==> config.mk <==
export PLATFORM = sky130hd
export DESIGN_NAME = kts_ctrl
export DESIGN_NICKNAME = d
export VERILOG_FILES = /design/src/design/kts_pkg.sv /design/src/design/kts_ctrl.sv
export SDC_FILE = /design/constraint.sdc
export NUM_CORES = 1
export LEC_CHECK = 0
export BUFFER_PORTS_ARGS = -buffer_cell sky130_fd_sc_hd__buf_4
export CORE_ASPECT_RATIO = 2
export CORE_MARGIN = 4
export CORE_UTILIZATION = 25
export CTS_BUF_LIST = sky130_fd_sc_hd__clkbuf_8
export CTS_CLUSTER_DIAMETER = 100
export DETAILED_ROUTE_END_ITERATION = 6
export PLACE_DENSITY = 0.54
export SYNTH_ARGS = -nofsm -noshare
export SYNTH_HDL_FRONTEND = slang
export SYNTH_SLANG_ARGS = --single-unit
==> constraint.sdc <==
create_clock -name clock -period 3 [get_ports clock]
set_input_delay 0.6 -clock clock [delete_from_list [all_inputs] [get_ports clock]]
set_output_delay 0.6 -clock clock [all_outputs]
set_load 0.01 [all_outputs]
==> src/design/kts_pkg.sv <==
// Shared types and constants for the keyframe track sampler.
`timescale 1ns / 1ps

package kts_pkg;

   localparam int MAX_KEYS = 64;
   localparam int IDX_W    = $clog2(MAX_KEYS);
   localparam int CNT_W    = IDX_W + 1;
   localparam int CFG_W    = 7;
   localparam int FRAME_W  = 32;
   localparam int VAL_W    = 32;
   localparam int LANES    = 3;
   localparam int DIV_W    = $clog2(VAL_W);

   localparam logic KIND_WRITE  = 1'b0;
   localparam logic KIND_SAMPLE = 1'b1;

   typedef struct packed {
      logic [VAL_W-1:0]   z;
      logic [VAL_W-1:0]   y;
      logic [VAL_W-1:0]   x;
      logic [FRAME_W-1:0] frame;
   } key_type;

   typedef enum logic [3:0] {
      ST_IDLE,
      ST_HINT,
      ST_HINT_CHK,
      ST_NEXT_CHK,
      ST_SCAN,
      ST_FETCH,
      ST_LOAD,
      ST_MUL,
      ST_DIV,
      ST_DONE
   } state_type;

   typedef enum logic [1:0] {
      RES_MISS,
      RES_KEY0,
      RES_INTERP
   } res_mode_type;

   typedef struct packed {
      logic             wr_en;
      logic             cap_frame;
      logic             rd_en;
      logic [IDX_W-1:0] rd_addr_a;
      logic [IDX_W-1:0] rd_addr_b;
      logic             load;
      logic             mul;
      logic             div_step;
      logic             res_load;
      res_mode_type     res_mode;
      logic [IDX_W-1:0] res_index;
   } cmd_type;

   typedef struct packed {
      logic ge_a;
      logic lt_b;
   } status_type;

endpackage

==> src/design/kts_ctrl.sv <==
// Controller: key count register, search hint, lookup sequencing and result handshake.
`timescale 1ns / 1ps

module kts_ctrl
   import kts_pkg::*;
(
   input  logic             clock,
   input  logic             reset,
   input  logic             req_tvalid,
   output logic             req_tready,
   input  logic             req_kind,
   input  logic             csr_wen,
   input  logic [CFG_W-1:0] csr_wdata,
   output logic             rsp_tvalid,
   input  logic             rsp_tready,
   input  status_type       status,
   output cmd_type          cmd
);

   state_type        state_ff, state_in;
   logic [CFG_W-1:0] key_count_ff;
   logic [IDX_W-1:0] hint_ff, hint_in;
   logic [IDX_W-1:0] idx_ff, idx_in;
   logic [CNT_W-1:0] scan_ff, scan_in;
   logic             pend_ff, pend_in;
   logic [DIV_W-1:0] div_cnt_ff, div_cnt_in;
   res_mode_type     mode_ff, mode_in;
   logic             rsp_valid_ff, rsp_valid_in;

   logic [CNT_W-1:0] cnt;
   logic [CNT_W-1:0] hint_ext;
   logic             hint_ok;
   logic             next_ok;
   logic             accept;

   assign cnt      = (key_count_ff > CFG_W'(MAX_KEYS)) ? CNT_W'(MAX_KEYS)
                                                       : CNT_W'(key_count_ff);
   assign hint_ext = {1'b0, hint_ff};
   assign hint_ok  = hint_ext < cnt;
   assign next_ok  = (hint_ext + CNT_W'(1)) < cnt;
   assign accept   = req_tvalid && req_tready;

   assign req_tready = state_ff == ST_IDLE;
   assign rsp_tvalid = rsp_valid_ff;

   always_ff @(posedge clock) begin
      if (reset) begin
         state_ff     <= ST_IDLE;
         key_count_ff <= '0;
         hint_ff      <= '0;
         idx_ff       <= '0;
         scan_ff      <= '0;
         pend_ff      <= 1'b0;
         div_cnt_ff   <= '0;
         mode_ff      <= RES_MISS;
         rsp_valid_ff <= 1'b0;
      end else begin
         state_ff     <= state_in;
         hint_ff      <= hint_in;
         idx_ff       <= idx_in;
         scan_ff      <= scan_in;
         pend_ff      <= pend_in;
         div_cnt_ff   <= div_cnt_in;
         mode_ff      <= mode_in;
         rsp_valid_ff <= rsp_valid_in;
         if (csr_wen) begin
            key_count_ff <= csr_wdata;
         end
      end
   end

   always_comb begin
      state_in   = state_ff;
      hint_in    = hint_ff;
      idx_in     = idx_ff;
      scan_in    = scan_ff;
      pend_in    = pend_ff;
      div_cnt_in = div_cnt_ff;
      mode_in    = mode_ff;

      cmd           = '0;
      cmd.res_mode  = mode_ff;
      cmd.res_index = idx_ff;
      cmd.wr_en     = accept && (req_kind == KIND_WRITE);
      cmd.cap_frame = accept && (req_kind == KIND_SAMPLE);

      unique case (state_ff)
         ST_IDLE: begin
            if (accept && (req_kind == KIND_SAMPLE)) begin
               state_in = ST_HINT;
            end
         end
         ST_HINT: begin
            scan_in = '0;
            pend_in = 1'b0;
            if (hint_ok && (hint_ff != '0)) begin
               cmd.rd_en     = 1'b1;
               cmd.rd_addr_a = hint_ff;
               cmd.rd_addr_b = hint_ff - IDX_W'(1);
               state_in      = ST_HINT_CHK;
            end else if (hint_ok && next_ok) begin
               cmd.rd_en     = 1'b1;
               cmd.rd_addr_a = hint_ff + IDX_W'(1);
               cmd.rd_addr_b = hint_ff;
               state_in      = ST_NEXT_CHK;
            end else begin
               state_in = ST_SCAN;
            end
         end
         ST_HINT_CHK: begin
            if (status.ge_a && status.lt_b) begin
               idx_in   = hint_ff;
               state_in = ST_FETCH;
            end else if (next_ok) begin
               cmd.rd_en     = 1'b1;
               cmd.rd_addr_a = hint_ff + IDX_W'(1);
               cmd.rd_addr_b = hint_ff;
               state_in      = ST_NEXT_CHK;
            end else begin
               state_in = ST_SCAN;
            end
         end
         ST_NEXT_CHK: begin
            if (status.ge_a && status.lt_b) begin
               hint_in  = hint_ff + IDX_W'(1);
               idx_in   = hint_ff + IDX_W'(1);
               state_in = ST_FETCH;
            end else begin
               state_in = ST_SCAN;
            end
         end
         ST_SCAN: begin
            // Issue one key a cycle and test the key read on the cycle before.
            if (pend_ff && status.ge_a) begin
               hint_in  = IDX_W'(scan_ff - CNT_W'(1));
               idx_in   = IDX_W'(scan_ff - CNT_W'(1));
               state_in = ST_FETCH;
            end else if (scan_ff == cnt) begin
               mode_in  = RES_MISS;
               state_in = ST_DONE;
            end else begin
               cmd.rd_en     = 1'b1;
               cmd.rd_addr_a = scan_ff[IDX_W-1:0];
               scan_in       = scan_ff + CNT_W'(1);
               pend_in       = 1'b1;
            end
         end
         ST_FETCH: begin
            cmd.rd_en     = 1'b1;
            cmd.rd_addr_a = idx_ff;
            cmd.rd_addr_b = idx_ff - IDX_W'(1);
            state_in      = ST_LOAD;
         end
         ST_LOAD: begin
            cmd.load = 1'b1;
            if (idx_ff == '0) begin
               mode_in  = RES_KEY0;
               state_in = ST_DONE;
            end else begin
               state_in = ST_MUL;
            end
         end
         ST_MUL: begin
            cmd.mul    = 1'b1;
            div_cnt_in = '0;
            state_in   = ST_DIV;
         end
         ST_DIV: begin
            cmd.div_step = 1'b1;
            div_cnt_in   = div_cnt_ff + DIV_W'(1);
            if (div_cnt_ff == DIV_W'(VAL_W - 1)) begin
               mode_in  = RES_INTERP;
               state_in = ST_DONE;
            end
         end
         ST_DONE: begin
            // Hold until the output register is free.
            if (!rsp_valid_ff || rsp_tready) begin
               cmd.res_load = 1'b1;
               state_in     = ST_IDLE;
            end
         end
         default: begin
            state_in = ST_IDLE;
         end
      endcase
   end

   always_comb begin
      rsp_valid_in = rsp_valid_ff;
      if (cmd.res_load) begin
         rsp_valid_in = 1'b1;
      end else if (rsp_tready) begin
         rsp_valid_in = 1'b0;
      end
   end

   a_res_load_free: assert property (@(posedge clock) disable iff (reset)
      cmd.res_load |-> (!rsp_valid_ff || rsp_tready))
      else $error("result loaded over an untaken transfer");

   a_sample_starts: assert property (@(posedge clock) disable iff (reset)
      (accept && (req_kind == KIND_SAMPLE)) |=> (state_ff == ST_HINT))
      else $error("sample transfer did not start a lookup");

   a_scan_bound: assert property (@(posedge clock) disable iff (reset)
      scan_ff <= CNT_W'(MAX_KEYS))
      else $error("scan index beyond table");

   a_div_idle: assert property (@(posedge clock) disable iff (reset)
      (state_ff != ST_DIV) |-> (div_cnt_ff == '0))
      else $error("divide counter left running");

endmodule

==> impl_metrics.csv, run 1 <==
group,metric,value,unit
die,core,12600,um2
clock_network,cts_buffers,5,
setup_path,rrSetupSlack,320,ps
sta,skew,8.87,ps
sta,period_share,112,%
clock_network,clk_path_buf_depth,2,
place,preCtsSetupSlack,-133,ps
finish,area_growth,31.5,%
sta,final_hold_viol_count,0,
die,die_h,168,um
min_path,worstHoldEndpoint,"div_cnt_ff[3]$_SDFFE_PP0N_",
setup_path,reg2reg_to,"state_ff[2]$_SDFFE_PP0P_",
power_and_ir_drop,p_per_area,514,nW/um2
sta,worst_pin_slew,613,ps
synthesis,yosysTopAreaCell,"dfxtp_1",
power_and_ir_drop,ir_drop,244,uV
global_routing,antenna_found_initial,0,
finish,final_util,33.3,%
min_path,min_path_cells,2,
synthesis,ys_types,68,
global_routing,grt_max_degree,38,
finish,final_nets,517,
clock_network,cts_tree,"built",
setup_path,critPathKind,"flip-flop to primary output",
route,detail_route.wl_per_cell,18.7,um
die,die_x,87.8,um
outcome,violations,"setup timing",
sta,setup_viol,13,
route,dr.pass1.iters,5,
clock_network,postCtsHoldBufs,0,
route,drc,0,
sta,setup_ws,-355,ps
synthesis,ys_seq_elements,39,
synthesis,ys_seq_area_share,24.5,%
global_routing,overflow,0,
die,dieArea,14700,um2
setup_path,crit_chain,"and3_1, ha_1, and2_4, a221o_1, a31oi_4, a21boi_4, a222oi_1, o21ai_1, buf_4",
global_routing,grt_pass1_vias,3471,
synthesis,postSynthAreaPerCell,7.84,um2
global_routing,gr-usage-all-layers,16.5,%
global_routing,grt_pass1_wl,18600,um
synthesis,synth_async_sr_flop_share,0,%
setup_path,critPathCaptureType,"primary output",
sta,maxSlewViolCount,0,
sta,period_minus_slack,3350,ps
synthesis,yosysTopAreaCellShare,24.5,%
finish,fill_cells,1349,
finish,layout-drive-gt1-share,30.2,%
run,cap_violations,0,
die,rows,58,
synthesis,ys.warnings.count,0,
finish,stdcell_count,634,
setup_path,critPathSlowestCell,"dfxtp_1",
clock_network,cts-root-buf,"clkbuf_8",
place,dpl.hpwl,9740,um
clock_network,clock_latency,310,ps
route,antenna_left,0,
setup_path,slowest_delay,550,ps
die,ios,44,
setup_path,worstPathArrival,2750,ps
route,wirelength,11800,um
sta,max_slew_margin,59.0,%
setup_path,start_kind,"flip-flop",
place,portBuffers,43,
clock_network,clk_pin_slew,90,ps
power_and_ir_drop,p_total,2.15,mW
min_path,min_from,"div_cnt_ff[3]$_SDFFE_PP0N_",
route,via_per_inst,5.38,
die,start_util,25.4,%
route,drtIter0Drc,211,
setup_path,crit_fanout,6,
sta,fmax,0.298,GHz
synthesis,synthCells,406,
min_path,hp-class,"flip-flop to flip-flop",
place,place_inst,624,
synthesis,synth_nets,440,
setup_path,r2r_start,"hint_ff[5]$_SDFFE_PP0P_",
clock_network,htree_levels,2,
setup_path,ff2ff_path_depth,10,
sta,rsz0062_at_grt,"yes",
route,via_count,3409,
setup_path,worstPathRequired,2400,ps
place,gp_congestion,0.914,
setup_path,startpoint,"hint_ff[5]$_SDFFE_PP0P_",
clock_network,cts.sinks,39,
sta,fin_hold_ws,503,ps
finish,diodes,0,
synthesis,synth.area.top_cells,"dfxtp_1 (25%), ha_1 (7.5%), nor2_1 (5.2%)",
synthesis,synth_area,3180,um2
synthesis,synth_edf_count,0,
outcome,outcome,"finished, violations left",
synthesis,ys.flop_type,"dfxtp_1",
power_and_ir_drop,power.leakage,1.69,nW
## Yosys cell counts, types with 8 or more instances
cell type   n
nor2_1     44
nand2_1    40
dfxtp_1    39
a21oi_1    32
ha_1       19
clkbuf_1   13
nand3_1    13
mux2i_1    12
o21ai_0    11
xnor2_1    11
o211ai_1   10
inv_1       8
## cell usage in the layout, fill, tap and decap left out, drive strengths merged, types with 4 or more instances in the layout
master,n
a211oi,4
a21oi,33
a22o,4
a22oi,6
a311oi,4
a31oi,4
and2,5
and3,8
buf,98
clkbuf,5
dfxtp,39
ha,19
inv,12
mux2i,12
nand2,40
nand2b,7
nand3,13
nand3b,5
nand4,5
nor2,44
nor2b,6
nor3,7
nor4,6
o211ai,10
o21ai,16
o221ai,4
o22ai,4
xnor2,11
xor2,6
## timing repair
action                                 4_1_cts  5_1_grt
pin swaps                                   11        6
resized for setup                           10        8
endpoints found under the hold margin        0        0
setup endpoints to repair                   13       13
setup buffers                                2        0
## layout make-up
class | count | area [um2] | share of cell area [%]
flip-flops and latches | 39 | 791 | 18.9
clock buffers | 5 | 68.8 | 1.64
clock inverters | 3 | 23.8 | 0.568
well taps | 150 | 188 | 4.48
multi-input cells | 328 | 2330 | 55.6
repair buffers | 98 | 747 | 17.8
inverters | 11 | 41.3 | 0.986
## worst max-delay path by stage
stage              end  slack (ps)
4_1_cts        cmd[16]        -380
6_report       cmd[22]        -350
3_3_place_gp   cmd[16]         -90
5_1_grt        cmd[16]        -470
3_5_place_dp   cmd[16]        -130
2_1_floorplan  cmd[14]         -20
## power by group
group,internal [mW],switching [mW],leakage (nW),total (mW)
clock,0.167,0.222,0.0408,0.388
combinational,0.485,0.680,1.33,1.16
sequential,0.561,0.0370,0.319,0.598
total,1.21,0.939,1.69,2.15
## stage by stage
stage | area [um2] | TNS (ps)
final | 4190 | -3860
after global routing | 4190 | -5290
after floorplan | 3270 | -51.1
after global placement | 4000 | -520
after CTS | 4150 | -4030
after detailed placement | 4000 | -1060
## sequential cells by signal, summed over array words and instances, names as in the netlist
register,flops
scan_ff,7
div_cnt_ff,5
pend_ff,1
hint_ff,6
mode_ff,2
rsp_tvalid,1
key_count_ff,7
idx_ff,6
state_ff,4
## worst max-delay path: cells and delay by family (launching register included)
kind                     cells  cell delay (ps)
AO/OA/AOI/OAI                5             1080
buffers and inverters        1              150
adder cells (fa/ha/maj)      1              250
flip-flops                   1              550
AND/OR/NAND/NOR              2              420
## layer usage
layer	track usage, %	up-vias	part of all wire (%)
met3	1.92	42	3.7
met2	31.5	101	56
met5	0	-	0
met1	14.9	1621	32
li1	-	1645	-
met4	12.2	0	8.0
## kinds of logic (layout without fill, tap and decap cells)
group / Yosys count / count (layout) / share of synthesized area [%]
AOI/OAI and AO/OA: 117 / 117 / 26.9
adders and majority gates: 19 / 19 / 7.47
muxes: 12 / 12 / 3.77
buffers and inverters: 39 / 117 / 6.09
and+or+nand+nor: 163 / 163 / 26.6
xor gates and xnor gates: 17 / 17 / 4.68
DFF: 39 / 39 / 24.5
Note: power is estimated with default switching activity, not from simulation.
==> run 2: changes to the inputs <==
PLACE_DENSITY = 0.52   (was 0.54)
clock period = 3.1 ns   (was 3 ns; I/O delays follow)
==> impl_metrics.csv, run 2 (same netlist as run 1, synthesis figures left out) <==
group,metric,value,unit
finish,layout-drive-gt1-share,31.5,%
finish,final_util,34.0,%
power_and_ir_drop,p_per_area,491,nW/um2
die,core,12600,um2
setup_path,start_kind,"flip-flop",
power_and_ir_drop,seqPwrFrac,29.4,%
run,cap_violations,0,
clock_network,cts_buffers,5,
finish,final_cell_mix,"buf_4 (90), nor2_1 (43), nand2_1 (37), dfxtp_1 (34), a21oi_1 (31)",
power_and_ir_drop,combPwrFrac,52.6,%
sta,max_slew_margin,39.6,%
route,drtIter0Drc,203,
global_routing,antenna_found_initial,0,
place,gp_congestion,0.940,
clock_network,clock_latency,310,ps
route,dr.pass1.iters,4,
power_and_ir_drop,ir_drop,222,uV
place,place_area,3900,um2
global_routing,grt_pass1_wl,18800,um
setup_path,critPathCaptureType,"primary output",
sta,final_hold_viol_count,0,
finish,fill_cells,1312,
place,place_inst,612,
min_path,min_path_cells,2,
setup_path,startpoint,"hint_ff[2]$_SDFFE_PP0P_",
clock_network,clk_pin_slew,80,ps
clock_network,cts-root-buf,"clkbuf_8",
finish,stdcell_count,632,
route,detail_route.wl_per_cell,18.9,um
setup_path,crit_fanout,3,
sta,setup_ws,-344,ps
place,dpl.hpwl,9490,um
die,start_util,25.4,%
route,via_count,3415,
sta,rsz0062_at_grt,"yes",
finish,layout_commonest_cell,"buf_4",
route,wirelength,11900,um
sta,period_minus_slack,3440,ps
setup_path,ff2ff_path_depth,13,
sta,maxSlewViolCount,0,
min_path,min_from,"mode_ff[1]$_SDFFE_PP0P_",
sta,setup_viol,13,
power_and_ir_drop,p_clk_share,18.0,%
sta,worst_pin_slew,905,ps
die,dieArea,14700,um2
min_path,hp-class,"flip-flop to flip-flop",
sta,skew,5.14,ps
clock_network,postCtsHoldBufs,0,
route,drc,0,
sta,period_share,111,%
place,portBuffers,43,
outcome,violations,"setup timing",
finish,layout.area.seq,787,um2
setup_path,worstPathRequired,2480,ps
finish,diodes,0,
finish,reg_top3,"key_count_ff (7), scan_ff (7)",
global_routing,gr-usage-all-layers,16.6,%
power_and_ir_drop,intPower,1.20,mW
finish,final_nets,515,
clock_network,clk_path_buf_depth,2,
clock_network,htree_levels,2,
die,die_h,168,um
setup_path,worstPathArrival,2820,ps
route,via_per_inst,5.40,
die,die_x,87.8,um
global_routing,grt_pass1_vias,3587,
power_and_ir_drop,power_switching,0.899,mW
global_routing,grt_max_degree,38,
finish,area_growth,34.2,%
setup_path,r2r_start,"hint_ff[2]$_SDFFE_PP0P_",
die,ios,44,
global_routing,overflow,0,
power_and_ir_drop,p_sw_share,42.8,%
setup_path,critPathKind,"flip-flop to primary output",
die,rows,58,
power_and_ir_drop,power.leakage,1.70,nW
finish,final_area,4270,um2
sta,fin_hold_ws,496,ps
clock_network,cts_tree,"built",
clock_network,cts.sinks,39,
outcome,outcome,"finished, violations left",
route,antenna_left,0,
finish,multiInputGateArea,2420,um2
sta,fmax,0.290,GHz
## run 2: routing by layer
metal	track usage [%]	share of wire, %	vias up
met5	0	0	-
met4	12.1	6.4	0
met3	1.72	3.6	39
met2	32.0	57	98
met1	15.1	33	1630
li1	-	-	1648
## run 2: worst max-delay path, stage by stage (launching register included)
cell and delay, ps:
dfxtp_2 360, and3_4 200, nand3_4 70, xnor2_2 140, ha_1 300, and2_4 140, a221o_1 370, a31oi_4 190
a21boi_4 250, a222oi_1 130, o21ai_1 190, buf_4 170
## run 2: layout make-up
type,count,share of cell area (%)
inverter,11,1.02
sequential,39,18.4
timing repair buffer,96,17.4
clock buffer,6,1.93
clock inverter,2,0.293
tap,150,4.39
multi-input combinational,328,56.5
## run 2: through the flow
step / TNS [ps] / setup WS, ps / power, mW
finish: -3330 / -344 / 2.10
global route: -4940 / -462 / 2.23
CTS: -3760 / -367 / 2.10
detailed placement: -605 / -167 / 1.67
global placement: -288 / -155 / 1.66
floorplan: -1.49 / -1.49 / 1.29
## run 2: final timing paths
check | slack [ps] | to
max | -340 | cmd[19]
min | 500 | mode_ff[1]$_SDFFE_PP0P_
max reg2reg | 300 | state_ff[2]$_SDFFE_PP0P_
min reg2reg | 500 | mode_ff[1]$_SDFFE_PP0P_
## run 2: power by group through the flow
stage	sequential [mW]	clock, mW	combinational, mW
3_3_place_gp	0.627	0	1.03
3_5_place_dp	0.627	0	1.05
5_1_grt	0.626	0.411	1.20
2_1_floorplan	0.606	0	0.686
6_report	0.617	0.378	1.10
4_1_cts	0.616	0.393	1.09
## run 2: timing repair
item / 4_1_cts / 5_1_grt
gates cloned: 0 / 0
resized for setup: 25 / 13
pin swaps: 14 / 14
buffers inserted: 9 / 4
setup endpoints to repair: 13 / 13
==> run 3: changes to the inputs <==
clock period = 3.6 ns   (was 3.1 ns; I/O delays follow)
==> impl_metrics.csv, run 3 (same netlist as run 1, synthesis figures left out) <==
group,metric,value,unit
clock_network,cts.sinks,39,
sta,final_hold_viol_count,0,
setup_path,crit_buf_inv,1,
global_routing,grt_max_degree,38,
route,detail_route.wl_per_cell,18.7,um
setup_path,critPathKind,"flip-flop to primary output",
setup_path,path_delay_family,"compound AO/OA/AOI/OAI gates",
global_routing,grt_pass1_wl,17900,um
die,core,12600,um2
finish,final_cell_mix,"buf_4 (69), nor2_1 (42), nand2_1 (40), dfxtp_1 (35), a21oi_1 (31)",
power_and_ir_drop,intPower,0.996,mW
min_path,min_path_cells,2,
setup_path,crit_chain,"ha_4, nand3_4, xnor2_2, ha_1, a21o_1, a221o_1, a31oi_4, a21boi_4, a222oi_1, o21ai_1, buf_4",
finish,stdcell_count,610,
route,via_count,3370,
route,wirelength,11400,um
global_routing,antenna_found_initial,0,
sta,worst_pin_slew,680,ps
setup_path,r2r_start,"hint_ff[0]$_SDFFE_PP0P_",
power_and_ir_drop,seqPwrFrac,30.0,%
die,die_x,87.8,um
finish,layout.area.seq,791,um2
setup_path,startpoint,"hint_ff[0]$_SDFFE_PP0P_",
route,via_per_inst,5.52,
power_and_ir_drop,power_switching,0.760,mW
min_path,min_from,"mode_ff[1]$_SDFFE_PP0P_",
global_routing,overflow,0,
min_path,hp-class,"flip-flop to flip-flop",
sta,rsz0062_at_grt,"yes",
power_and_ir_drop,combPwrFrac,50.9,%
finish,fill_cells,1378,
place,preCtsSetupSlack,157,ps
sta,skew,3.06,ps
route,antenna_left,0,
setup_path,ff2ff_path_depth,11,
global_routing,grt_pass1_vias,3488,
setup_path,critPathSlowestCell,"a221o_1",
clock_network,cts_buffers,5,
route,drtIter0Drc,196,
sta,period_share,99.0,%
setup_path,critPathCaptureType,"primary output",
finish,layout-drive-gt1-share,26.1,%
power_and_ir_drop,p_clk_share,19.1,%
finish,reg_top3,"key_count_ff (7), scan_ff (7)",
place,portBuffers,43,
setup_path,reg2reg_to,"state_ff[2]$_SDFFE_PP0P_",
outcome,outcome,"completed",
clock_network,clock_latency,300,ps
sta,max_slew_margin,54.5,%
clock_network,cts-root-buf,"clkbuf_8",
setup_path,start_kind,"flip-flop",
place,place_inst,593,
setup_path,slowest_delay,380,ps
sta,maxSlewViolCount,0,
finish,area_growth,26.6,%
clock_network,htree_levels,2,
finish,layout_commonest_cell,"buf_4",
setup_path,worstPathRequired,2880,ps
power_and_ir_drop,p_per_area,436,nW/um2
die,rows,58,
sta,setup_viol,0,
place,dpl.hpwl,8850,um
global_routing,gr-usage-all-layers,15.7,%
route,dr.pass1.iters,5,
setup_path,worstPathArrival,2840,ps
die,ios,44,
sta,fmax,0.281,GHz
setup_path,crit_fanout,6,
min_path,worstHoldEndpoint,"mode_ff[1]$_SDFFE_PP0P_",
place,gp_congestion,0.983,
route,drc,0,
power_and_ir_drop,p_sw_share,43.3,%
setup_path,rrSetupSlack,1000,ps
clock_network,cts_tree,"built",
clock_network,postCtsHoldBufs,0,
die,die_h,168,um
die,dieArea,14700,um2
clock_network,clk_path_buf_depth,2,
finish,final_nets,493,
run,cap_violations,0,
power_and_ir_drop,power.leakage,1.57,nW
sta,period_minus_slack,3560,ps
sta,setup_ws,35.5,ps
die,start_util,25.4,%
clock_network,clk_pin_slew,90,ps
sta,tns,0,ps
finish,diodes,0,
power_and_ir_drop,ir_drop,166,uV
finish,multiInputGateArea,2330,um2
-- run 3: changes by cell type in the layout (fill, tap and decap cells not counted), sizes merged --
cell / previous run / this run
buf: 96 / 74
-- run 3: layout make-up --
class                      instances  area share [%]
sequential                        39            19.6
inverter                          11            1.02
clock inverter                     2           0.310
timing repair buffer              74            14.5
clock buffer                       6            2.05
multi-input combinational        328            57.9
tap                              150            4.65
-- run 3: timing repair --
item | CTS | global route
endpoints found under the hold margin | 0 | 0
pin swaps | 6 | 10
setup buffers | 5 | 4
endpoints found under the setup margin | 8 | 12
gates resized for setup | 23 | 8
-- run 3: how the worst max path moves through the flow --
| stage | to | slack, ps | cells after the start |
|---|---|---|---|
| finish | cmd[22] | 40 | 11 |
| global route | cmd[19] | -120 | 11 |
| CTS | cmd[24] | 5 | 12 |
| detailed placement | cmd[19] | 160 | 11 |
| global placement | cmd[19] | 230 | 11 |
| floorplan | cmd[14] | 120 | 11 |
-- run 3: power by group through the flow --
| stage | clock network [mW] | registers (mW) | logic (mW) |
|---|---|---|---|
| after floorplan | 0 | 0.522 | 0.580 |
| after global placement | 0 | 0.536 | 0.842 |
| after detailed placement | 0 | 0.535 | 0.849 |
| after global routing | 0.356 | 0.536 | 0.980 |
| after CTS | 0.350 | 0.526 | 0.877 |
| final | 0.336 | 0.526 | 0.895 |
-- run 3: worst min-delay path, cell delays in order (launching register included) --
cell and delay [ps]:
dfxtp_1 320, o21ai_0 70, a21oi_1 60
-- run 3: layer usage --
metal	GRT usage, %	part of all wire (%)
met5	0	0
met4	12.6	7.9
met3	1.38	3.9
met2	28.4	54
met1	15.6	35
-- run 3: metrics by stage --
step / power [mW] / hold slack (ps) / instance area [um2] / utilization (%)
5_1_grt: 1.87 / 535 / 4030 / 32.1
3_3_place_gp: 1.38 / 470 / 3710 / 29.5
4_1_cts: 1.75 / 504 / 3970 / 31.6
2_1_floorplan: 1.10 / 458 / 3180 / -
3_5_place_dp: 1.38 / 488 / 3710 / 29.5
6_report: 1.76 / 495 / 4030 / 32.1
